<file path="src/rtl/hmsw_pkg.sv">
// ----------------------------------------------------------------------------
// hmsw_pkg
// Types, limits and time-step helpers for the hours:minutes:seconds stopwatch.
// ----------------------------------------------------------------------------
package hmsw_pkg;

    localparam int ITEM_W   = 11;
    localparam int RESULT_W = 22;
    localparam int TPS_W    = 8;
    localparam int BTN_W    = 6;

    localparam logic [5:0]       SEC_LIMIT  = 6'd60;
    localparam logic [5:0]       MIN_LIMIT  = 6'd60;
    localparam logic [6:0]       HOUR_LIMIT = 7'd100;
    localparam logic [5:0]       TOP_SECMIN = 6'd59;
    localparam logic [TPS_W-1:0] TPS_RESET  = 8'd15;

    localparam int BTN_HOUR_DEC = 0;
    localparam int BTN_HOUR_INC = 1;
    localparam int BTN_MIN_DEC  = 2;
    localparam int BTN_MIN_INC  = 3;
    localparam int BTN_SEC_DEC  = 4;
    localparam int BTN_SEC_INC  = 5;

    typedef struct packed {
        logic [6:0] hours;
        logic [5:0] minutes;
        logic [5:0] seconds;
    } time_t;

    typedef struct packed {
        logic [BTN_W-1:0] adjust_buttons;
        logic             count_down_mode;
        logic             resume_request;
        logic             pause_request;
        logic             clear_time;
        logic             tick;
    } item_t;

    typedef struct packed {
        logic       paused_flag;
        logic       down_led;
        logic       buzzer;
        logic [6:0] hours;
        logic [5:0] minutes;
        logic [5:0] seconds;
    } result_t;

    function automatic time_t hour_up(input time_t t);
        time_t r;
        r = t;
        r.hours = t.hours + 7'd1;
        if (r.hours >= HOUR_LIMIT)
        begin
            r = '0;
        end
        return r;
    endfunction

    function automatic time_t min_up(input time_t t);
        time_t r;
        r = t;
        r.minutes = t.minutes + 6'd1;
        if (r.minutes >= MIN_LIMIT)
        begin
            r.minutes = '0;
            r = hour_up(r);
        end
        return r;
    endfunction

    function automatic time_t sec_up(input time_t t);
        time_t r;
        r = t;
        r.seconds = t.seconds + 6'd1;
        if (r.seconds >= SEC_LIMIT)
        begin
            r.seconds = '0;
            r = min_up(r);
        end
        return r;
    endfunction

endpackage

</file>
<file path="src/rtl/hmsw_prescaler.sv">
// ----------------------------------------------------------------------------
// hmsw_prescaler
// Tick prescaler: counts time-base ticks and flags each completed second.
// ----------------------------------------------------------------------------
module hmsw_prescaler
(
    input  logic                      clk,
    input  logic                      rst_n,
    input  logic                      advance,
    input  logic                      count_en,
    input  logic [hmsw_pkg::TPS_W-1:0] tps,
    output logic                      sec_pulse
);

    logic [hmsw_pkg::TPS_W-1:0] tick_count_reg;
    logic [hmsw_pkg::TPS_W-1:0] tick_count_next;
    logic [hmsw_pkg::TPS_W:0]   tick_inc;
    logic                       wrap;

    assign tick_inc  = {1'b0, tick_count_reg} + {{hmsw_pkg::TPS_W{1'b0}}, 1'b1};
    assign wrap      = tick_inc >= {1'b0, tps};
    assign sec_pulse = count_en && wrap;

    always_comb
    begin
        tick_count_next = tick_count_reg;
        if (advance && count_en)
        begin
            tick_count_next = wrap ? '0 : tick_inc[hmsw_pkg::TPS_W-1:0];
        end
    end

    always_ff @(posedge clk or negedge rst_n)
    begin
        if (!rst_n)
        begin
            tick_count_reg <= '0;
        end
        else
        begin
            tick_count_reg <= tick_count_next;
        end
    end

endmodule

</file>
<file path="src/rtl/hmsw_time_calc.sv">
// ----------------------------------------------------------------------------
// hmsw_time_calc
// Next time and buzzer value: one counted second, then button adjustments.
// ----------------------------------------------------------------------------
module hmsw_time_calc
(
    input  hmsw_pkg::time_t                time_in,
    input  logic                           buzzer_in,
    input  logic                           sec_pulse,
    input  logic                           down_mode,
    input  logic                           adjust_en,
    input  logic [hmsw_pkg::BTN_W-1:0]     rise,
    output hmsw_pkg::time_t                time_out,
    output logic                           buzzer_out
);

    hmsw_pkg::time_t t;
    logic            buz;

    always_comb
    begin
        t   = time_in;
        buz = buzzer_in;
        if (sec_pulse)
        begin
            if (down_mode)
            begin
                if (t.seconds != '0)
                begin
                    t.seconds = t.seconds - 6'd1;
                end
                else if (t.minutes != '0)
                begin
                    t.minutes = t.minutes - 6'd1;
                    t.seconds = hmsw_pkg::TOP_SECMIN;
                end
                else if (t.hours != '0)
                begin
                    t.hours   = t.hours - 7'd1;
                    t.minutes = hmsw_pkg::TOP_SECMIN;
                    t.seconds = hmsw_pkg::TOP_SECMIN;
                end
                else
                begin
                    buz = 1'b1;
                end
            end
            else
            begin
                buz = 1'b0;
                t   = hmsw_pkg::sec_up(t);
            end
        end
        if (adjust_en)
        begin
            if (rise[hmsw_pkg::BTN_HOUR_DEC] && t.hours != '0)
            begin
                t.hours = t.hours - 7'd1;
            end
            if (rise[hmsw_pkg::BTN_HOUR_INC])
            begin
                t = hmsw_pkg::hour_up(t);
            end
            if (rise[hmsw_pkg::BTN_MIN_DEC] && t.minutes != '0)
            begin
                t.minutes = t.minutes - 6'd1;
            end
            if (rise[hmsw_pkg::BTN_MIN_INC])
            begin
                t = hmsw_pkg::min_up(t);
            end
            if (rise[hmsw_pkg::BTN_SEC_DEC] && t.seconds != '0)
            begin
                t.seconds = t.seconds - 6'd1;
            end
            if (rise[hmsw_pkg::BTN_SEC_INC])
            begin
                t = hmsw_pkg::sec_up(t);
            end
        end
        time_out   = t;
        buzzer_out = buz;
    end

endmodule

</file>
<file path="src/rtl/hms_up_down_stopwatch_core.sv">
// A transferred sample is held in the input register, updated combinationally, and its result
// is registered for m_tdata. Throughput: one sample per clock while m_tready does not stall.
// A stalled result holds the input register; s_tready drops only when both registers
// are full and m_tready is low.
// Reset (rst_n low, asynchronous): time 00:00:00, running, buzzer off, no button held,
// prescaler at zero, ticks_per_second at 15, both registers empty.
// ----------------------------------------------------------------------------
// hms_up_down_stopwatch_core
// Up/down hours:minutes:seconds stopwatch with prescaled tick and pause adjust.
// ----------------------------------------------------------------------------
module hms_up_down_stopwatch_core
(
    input  logic                       clk,
    input  logic                       rst_n,
    input  logic                       cfg_valid,
    output logic                       cfg_ready,
    input  logic [hmsw_pkg::TPS_W-1:0] cfg_data,   // ticks_per_second
    input  logic                       s_tvalid,
    output logic                       s_tready,
    // tick, clear_time, pause_request, resume_request, count_down_mode, adjust_buttons[5:0]
    input  logic [15:0]                s_tdata,
    output logic                       m_tvalid,
    input  logic                       m_tready,
    // seconds[5:0], minutes[5:0], hours[6:0], buzzer, down_led, paused_flag
    output logic [23:0]                m_tdata
);

    logic                           in_valid_reg;
    hmsw_pkg::item_t                in_data_reg;
    logic                           out_valid_reg;
    hmsw_pkg::result_t              out_data_reg;
    hmsw_pkg::result_t              out_data_next;
    logic [hmsw_pkg::TPS_W-1:0]     tps_reg;
    hmsw_pkg::time_t                time_reg;
    hmsw_pkg::time_t                time_next;
    hmsw_pkg::time_t                time_cleared;
    logic                           paused_reg;
    logic                           paused_next;
    logic                           buzzer_reg;
    logic                           buzzer_next;
    logic [hmsw_pkg::BTN_W-1:0]     held_reg;
    logic [hmsw_pkg::BTN_W-1:0]     rise;
    logic                           advance;
    logic                           count_en;
    logic                           sec_pulse;

    assign cfg_ready = 1'b1;
    assign advance   = in_valid_reg && (!out_valid_reg || m_tready);
    assign s_tready  = !in_valid_reg || advance;
    assign m_tvalid  = out_valid_reg;
    assign m_tdata   = {2'b00, out_data_reg};

    // clear, then pause, then resume
    assign time_cleared = in_data_reg.clear_time ? '0 : time_reg;
    assign paused_next  = !in_data_reg.resume_request
                          && (in_data_reg.pause_request || paused_reg);
    assign count_en     = in_data_reg.tick && !paused_next;
    assign rise         = in_data_reg.adjust_buttons & ~held_reg;

    hmsw_prescaler u_prescaler
    (
        .clk       (clk),
        .rst_n     (rst_n),
        .advance   (advance),
        .count_en  (count_en),
        .tps       (tps_reg),
        .sec_pulse (sec_pulse)
    );

    hmsw_time_calc u_time_calc
    (
        .time_in    (time_cleared),
        .buzzer_in  (buzzer_reg),
        .sec_pulse  (sec_pulse),
        .down_mode  (in_data_reg.count_down_mode),
        .adjust_en  (paused_next),
        .rise       (rise),
        .time_out   (time_next),
        .buzzer_out (buzzer_next)
    );

    always_comb
    begin
        out_data_next.seconds     = time_next.seconds;
        out_data_next.minutes     = time_next.minutes;
        out_data_next.hours       = time_next.hours;
        out_data_next.buzzer      = buzzer_next;
        out_data_next.down_led    = in_data_reg.count_down_mode;
        out_data_next.paused_flag = paused_next;
    end

    always_ff @(posedge clk or negedge rst_n)
    begin
        if (!rst_n)
        begin
            in_valid_reg  <= 1'b0;
            out_valid_reg <= 1'b0;
            tps_reg       <= hmsw_pkg::TPS_RESET;
            time_reg      <= '0;
            paused_reg    <= 1'b0;
            buzzer_reg    <= 1'b0;
            held_reg      <= '0;
        end
        else
        begin
            if (cfg_valid && cfg_ready)
            begin
                tps_reg <= cfg_data;
            end
            if (s_tready)
            begin
                in_valid_reg <= s_tvalid;
            end
            if (advance)
            begin
                out_valid_reg <= 1'b1;
                time_reg      <= time_next;
                paused_reg    <= paused_next;
                buzzer_reg    <= buzzer_next;
                if (paused_next)
                begin
                    held_reg <= in_data_reg.adjust_buttons;
                end
            end
            else if (m_tready)
            begin
                out_valid_reg <= 1'b0;
            end
        end
    end

    always_ff @(posedge clk)
    begin
        if (s_tvalid && s_tready)
        begin
            in_data_reg <= hmsw_pkg::item_t'(s_tdata[hmsw_pkg::ITEM_W-1:0]);
        end
        if (advance)
        begin
            out_data_reg <= out_data_next;
        end
    end

`ifndef SYNTHESIS
    a_time_range: assert property (@(posedge clk) disable iff (!rst_n)
        time_reg.seconds < hmsw_pkg::SEC_LIMIT && time_reg.minutes < hmsw_pkg::MIN_LIMIT
        && time_reg.hours < hmsw_pkg::HOUR_LIMIT)
        else $error("time count out of range");

    a_buzzer_rise: assert property (@(posedge clk) disable iff (!rst_n)
        $rose(buzzer_reg) |-> $past(advance && in_data_reg.count_down_mode))
        else $error("buzzer raised without a count-down update");

    a_state_hold: assert property (@(posedge clk) disable iff (!rst_n)
        !advance |=> $stable(paused_reg) && $stable(time_reg) && $stable(held_reg))
        else $error("stopwatch state changed without an update");

    a_ready_stall: assert property (@(posedge clk) disable iff (!rst_n)
        !s_tready |-> in_valid_reg && out_valid_reg && !m_tready)
        else $error("input stalled while the pipeline can move");
`endif

endmodule
</file>
<file path="config.mk">
export PLATFORM = sky130hd
export DESIGN_NAME = hms_up_down_stopwatch_core
export DESIGN_NICKNAME = d
export VERILOG_FILES = /design/src/rtl/hmsw_pkg.sv /design/src/rtl/hmsw_prescaler.sv /design/src/rtl/hmsw_time_calc.sv /design/src/rtl/hms_up_down_stopwatch_core.sv
export SDC_FILE = /design/constraint.sdc
export NUM_CORES = 1
export LEC_CHECK = 0
export ABC_AREA = 0
export BUFFER_PORTS_ARGS = -buffer_cell sky130_fd_sc_hd__clkbuf_2
export CORE_ASPECT_RATIO = 2
export CORE_MARGIN = 2
export CORE_UTILIZATION = 45
export CTS_CLUSTER_SIZE = 40
export DETAILED_ROUTE_END_ITERATION = 7
export GPL_ROUTABILITY_DRIVEN = 0
export MAX_ROUTING_LAYER = met4
export PLACE_DENSITY = 0.59
export SETUP_SLACK_MARGIN = 0.05
export SKIP_LAST_GASP = 1
export SYNTH_ARGS = -nofsm -noshare
export SYNTH_HDL_FRONTEND = slang
export SYNTH_SLANG_ARGS = --single-unit
</file>
<file path="constraint.sdc">
create_clock -name clk -period 29.7 [get_ports clk]
set_input_delay 4.455 -clock clk [delete_from_list [all_inputs] [get_ports clk]]
set_output_delay 4.455 -clock clk [all_outputs]
set_load 0.05 [all_outputs]
</file>
Word level (Yosys, flattened, before mapping)
Cells that the tools add are included.
- logic and storage cells: 111
- register bits: 78
- output and inout bits: 27
- input bits: 29
- mux-type cells: 37
- bitwise logic cells: 2
- reduce and logical (&&, ||, !) cells: 24
- order comparisons: 10
- add/subtract/negate cells: 16
- operator list (cell ; number):
    $mux 19 ; 19
    $add 6x1->6 const B ; 5
    $ge 6x6->1 const B ; 5
    $mux 6 ; 5
    $add 7x1->7 const B ; 4
    $ge 7x7->1 const B ; 4
    $reduce_bool 6->1 ; 4
    $sub 6x1->6 const B ; 4
    $mux 7 ; 3
    $reduce_bool 7->1 ; 2
    $sub 7x1->7 const B ; 2
    $mux 13 ; 1
    $mux 12 ; 1
    $add 8x1->9 const B ; 1
    $ge 9x8->1 ; 1
    $logic_and 1x1->1 ; 9
    $mux 8 ; 1
    $mux 1 ; 7
    $and 6x6->6 ; 1
    $not 6->6 ; 1
    $logic_not 1->1 ; 4
    $logic_or 1x1->1 ; 3
    $reduce_and 2->1 ; 1
    $reduce_bool 2->1 ; 1

Logic depth before layout (Yosys ltp)
- word-level depth: 35
- depth in mapped cells: 57
- gate-level depth less buffers: 48

Cells and area by module
Synthesis repeated with hierarchy kept, for this count alone.
- cell total of the unflattened synthesis: 947
- area, all modules: 7881.3 um2
- by module, submodules not included (module ; instances ; cells each ; area an instance (um2) ; sequential area each (um2)):
    hmsw_time_calc ; 1 ; 715 ; 4514.3 ; 0.0
    hms_up_down_stopwatch_core ; 1 ; 149 ; 2683.8 ; 1921.8
    hmsw_prescaler ; 1 ; 83 ; 683.2 ; 200.2

Least setup slack after synthesis
Ideal clock, no wire load.
- kind: reg2reg
- from: register in_data_reg[1] (netlist bit)
- to: register time_reg[0] (netlist bit)
- library setup time: 0.125 ns
- buffers on the path: 9
- path slack: 18.377 ns
- required time: 29.575 ns
- period minus slack after synthesis: 11.323 ns
- stages on the path, launching flop included: 50
- data arrival time: 11.198 ns
- cell sequence: edfxtp_1 buf_2 clkbuf_1 clkbuf_1 clkbuf_1 clkbuf_1 nand2b_1 ha_1 nand2_1 o21bai_2 or3_1 or4_1 a21oi_1 o311ai_2 or3_1 buf_2 o21ai_0 mux2i_1 (+14 left out) or3_1 a21oi_1 mux2_2 nand2_1 nor4_4 buf_6 nor3_1 inv_2 ha_1 nor2_1 a31oi_1 a31oi_1 a2bb2oi_2 xnor2_1 or4_1 o21ai_1 o211ai_1 mux2_2
- RTL lines (what ; RTL line ; text):
    start, declared ; hms_up_down_stopwatch_core.sv:29 ; hmsw_pkg::item_t in_data_reg;
    start signal, assigned ; hms_up_down_stopwatch_core.sv:136 ; in_data_reg <= hmsw_pkg::item_t'(s_tdata[hmsw_pkg::ITEM_W-1:0]);
    end signal, assigned ; hms_up_down_stopwatch_core.sv:117 ; time_reg <= time_next;
    end, declared ; hms_up_down_stopwatch_core.sv:34 ; hmsw_pkg::time_t time_reg;

==> flow_summary_export.csv <==
group,metric,value,unit
run_status,status,"finished clean",
routing,wl_met2,13.0,mm
floorplanning,start_util,0.459,
timing,setup_tns,0,ps
routing,wl_met1,8.97,mm
yosys,ys_seq_area_frac,0.276,
yosys,syn_area_per_cell,7.88,µm²
finish,antennaDiodeCount,0,
routing,top_layer,"met4",
global_route,grt_use_total,0.282,
global_route,antenna_found_initial,0,
yosys,syn_inst,977,
cts,post_cts_buffers,0,
placement,hpwl,18.8,mm
worst_setup_path,cp.depth,45,
cts,clock_path_buffers,2,
timing,rsz0062_at_grt,"false",
global_route,first_global_vias,7228,
worst_setup_path,cp_top_family,"simple AND/OR/NAND/NOR gates",
worst_setup_path,critical_path_buf_inv_count,2,
floorplanning,io_pins,56,
placement,io_buffers,47,
timing,fmax,74.0,MHz
routing,drtIter0Drc,515,
worst_setup_path,end_kind,"flop",
yosys,synth_top_area_frac,0.133,
cts,cts_tree,"built",
finish,largest_reg_flops,22,
timing,maxSlewViolCount,0,
finish,synthToLayoutAreaGrowth,8.76,%
yosys,synth.area.top_cells,"dfrtp_1 (13%), edfxtp_1 (13%), nand2_1 (6.0%)",
floorplanning,die_h,189,µm
worst_setup_path,crit_type,"reg2reg",
routing,wl_per_cell,20.0,µm
finish,final_common_cell,"nand2_1",
timing,period_needed,13520,ps
routing,drc,0,
finish,nets,1053,
worst_setup_path,cp.required,29780,ps
pwr,power.switching,0.000324,W
yosys,yosysWarnings,0,
routing,wl_met3,959,µm
global_route,grt_start_max_net_pins,46,
timing,setup_violations,0,
timing,hold_viol,0,
worst_setup_path,cp.arrival,13600,ps
yosys,ys_types,94,
timing,period_share,0.455,
worst_setup_path,r2r_setup_slack,16180,ps
cts,root_buffer,"clkbuf_16",
global_route,grt_pass1_wl,38.4,mm
worst_setup_path,startpoint_type,"flop",
routing,firstDrtPassIters,5,
routing,antenna_left,0,
placement,place_ws,16270,ps
global_route,overflow,0,
routing,via_count,7676,
floorplanning,num_rows,67,
routing,wl,24.3,mm
worst_setup_path,startpoint,"u_prescaler.tick_count_reg[0]$_DFFE_PN0P_",
floorplanning,coreArea,16800,µm²
routing,drt-vias-per-instance,6.33,
run,drv_cap,0,
pwr,pwr-share-comb,0.569,
worst_setup_path,critPathMaxStageDelay,700,ps
worst_setup_path,crit_top_cell,"ha_1",
worst_setup_path,cp_max_fo,29,
floorplanning,die-area,18200,µm²
finish,drive_gt1_frac,0.134,
yosys,synth-seq-cells,78,
cts,clk_pin_slew,60,ps
yosys,synth_edf_count,33,
yosys,async_flop_share,0.577,
pwr,total_power,0.000670,W
pwr,p_per_area,80.0,nW/µm²
yosys,syn_area,7700,µm²
cts,post_cts_resized,0,
cts,htreeDepth,3,
cts,cts-hold-fix-buffers,0,
finish,final_cell_mix,"nand2_1 (123), nor2_1 (84), o21ai_0 (65)",
pwr,p_seq_frac,0.255,
yosys,synth_top_area_cell,"dfrtp_1",
worst_setup_path,endpoint,"m_tdata[17]$_DFFE_PP_",
timing,worst_pin_slew,994,ps
worst_setup_path,r2r_start,"u_prescaler.tick_count_reg[0]$_DFFE_PN0P_",
pwr,netSwitchingFraction,0.484,
timing,fin_ws,16180,ps
worst_setup_path,r2r-end,"m_tdata[17]$_DFFE_PP_",
pwr,clkPwrFrac,0.176,
pwr,power_leakage,3.29,nW
cts,clock_latency,360,ps
pwr,vdd_ir_drop_max,0.0323,mV
worst_setup_path,cp_slowest_cell,"nand2_1",
worst_setup_path,r2r_cells,45,
timing,slew_headroom,0.336,
timing,clock_skew,7.86,ps
pwr,p_int,0.000345,W
cts,clkSinkCount,78,
cts,cts_buffers,9,
yosys,synth_ff_type,"dfrtp_1",
hold_path,holdCritPathClass,"reg2reg",
floorplanning,die_w,96.5,µm
[Yosys cell counts, types with 13 or more instances]
| cell | n |
|---|---|
| o22ai_1 | 13 |
| o21ai_0 | 65 |
| nor2b_1 | 14 |
| nand4_1 | 16 |
| nand2b_1 | 29 |
| and2_1 | 14 |
| dfrtp_1 | 41 |
| nor2_1 | 84 |
| nand3_1 | 38 |
| ha_1 | 24 |
| a21oi_1 | 61 |
| nor3_1 | 28 |
| mux2_2 | 24 |
| clkbuf_1 | 29 |
| edfxtp_1 | 33 |
| nor4_1 | 13 |
| and3_1 | 14 |
| inv_1 | 29 |
| nand2_1 | 123 |
| xnor2_1 | 19 |
| a31oi_1 | 17 |
| xor2_1 | 13 |
[kinds of logic (layout without fill, tap and decap cells)]
family,count (synthesis),count (layout),share of synthesized area
adder cells (fa/ha/maj),24,24,0.0390
multiplexers,35,35,0.0501
AND/OR/NAND/NOR,425,425,0.283
other,2,3,0.000976
AO/OA/AOI/OAI,301,301,0.270
flip-flops,78,78,0.276
buffers and inverters,80,107,0.0453
XOR/XNOR,32,32,0.0364
[cell type report]
cell class / instances / area [µm²]
Sequential cell: 78 / 2120
Inverter: 31 / 116
Fill cell: 1704 / 8390
Clock buffer: 13 / 272
Tap cell: 207 / 259
Multi-Input combinational cell: 820 / 5230
Timing Repair Buffer: 60 / 333
Clock inverter: 3 / 40.0
[layer usage]
metal	vias to the layer above	GRT usage
li1	3716	-
met1	3631	0.296
met2	250	0.497
met3	79	0.0326
met4	0	0.159
met5	-	-
[tightest hold or removal path: cells and delay by family, from the launching register on]
kind / cells / cell delay [ps]
AND/OR/NAND/NOR: 2 / 110
flip-flops: 1 / 330
[per-stage QoR]
stage / cells / hold WS, ps / cell area, µm² / util
floorplan: 978 / 421 / 7700 / -
global placement: 1196 / 448 / 8060 / 0.481
detailed placement: 1196 / 461 / 8060 / 0.481
CTS: 1212 / 477 / 8370 / 0.499
global route: 1212 / 506 / 8370 / 0.499
finish: 1212 / 472 / 8370 / 0.499
[how the worst min path moves through the flow]
| stage | startpoint | endpoint | slack (ps) | depth (start not counted) |
|---|---|---|---|---|
| 2_1_floorplan | in_data_reg[4]$_DFFE_PP_ | m_tdata[20]$_DFFE_PP_ | 420 | 0 |
| 3_3_place_gp | held_reg[2]$_DFFE_PN0P_ | held_reg[2]$_DFFE_PN0P_ | 450 | 2 |
| 3_5_place_dp | held_reg[2]$_DFFE_PN0P_ | held_reg[2]$_DFFE_PN0P_ | 460 | 2 |
| 4_1_cts | held_reg[2]$_DFFE_PN0P_ | held_reg[2]$_DFFE_PN0P_ | 480 | 2 |
| 5_1_grt | in_valid_reg$_DFFE_PN0N_ | m_tvalid$_DFFE_PN0P_ | 510 | 1 |
| 6_report | held_reg[2]$_DFFE_PN0P_ | held_reg[2]$_DFFE_PN0P_ | 470 | 2 |
[power groups by stage]
stage / clock [W] / combinational, W / sequential (W)
4_1_cts: 0.000119 / 0.000376 / 0.000170
2_1_floorplan: 0 / 0.000281 / 0.000174
3_5_place_dp: 0 / 0.000375 / 0.000172
6_report: 0.000118 / 0.000381 / 0.000171
5_1_grt: 0.000124 / 0.000420 / 0.000175
3_3_place_gp: 0 / 0.000371 / 0.000172
(Power assumes the default switching activity.)
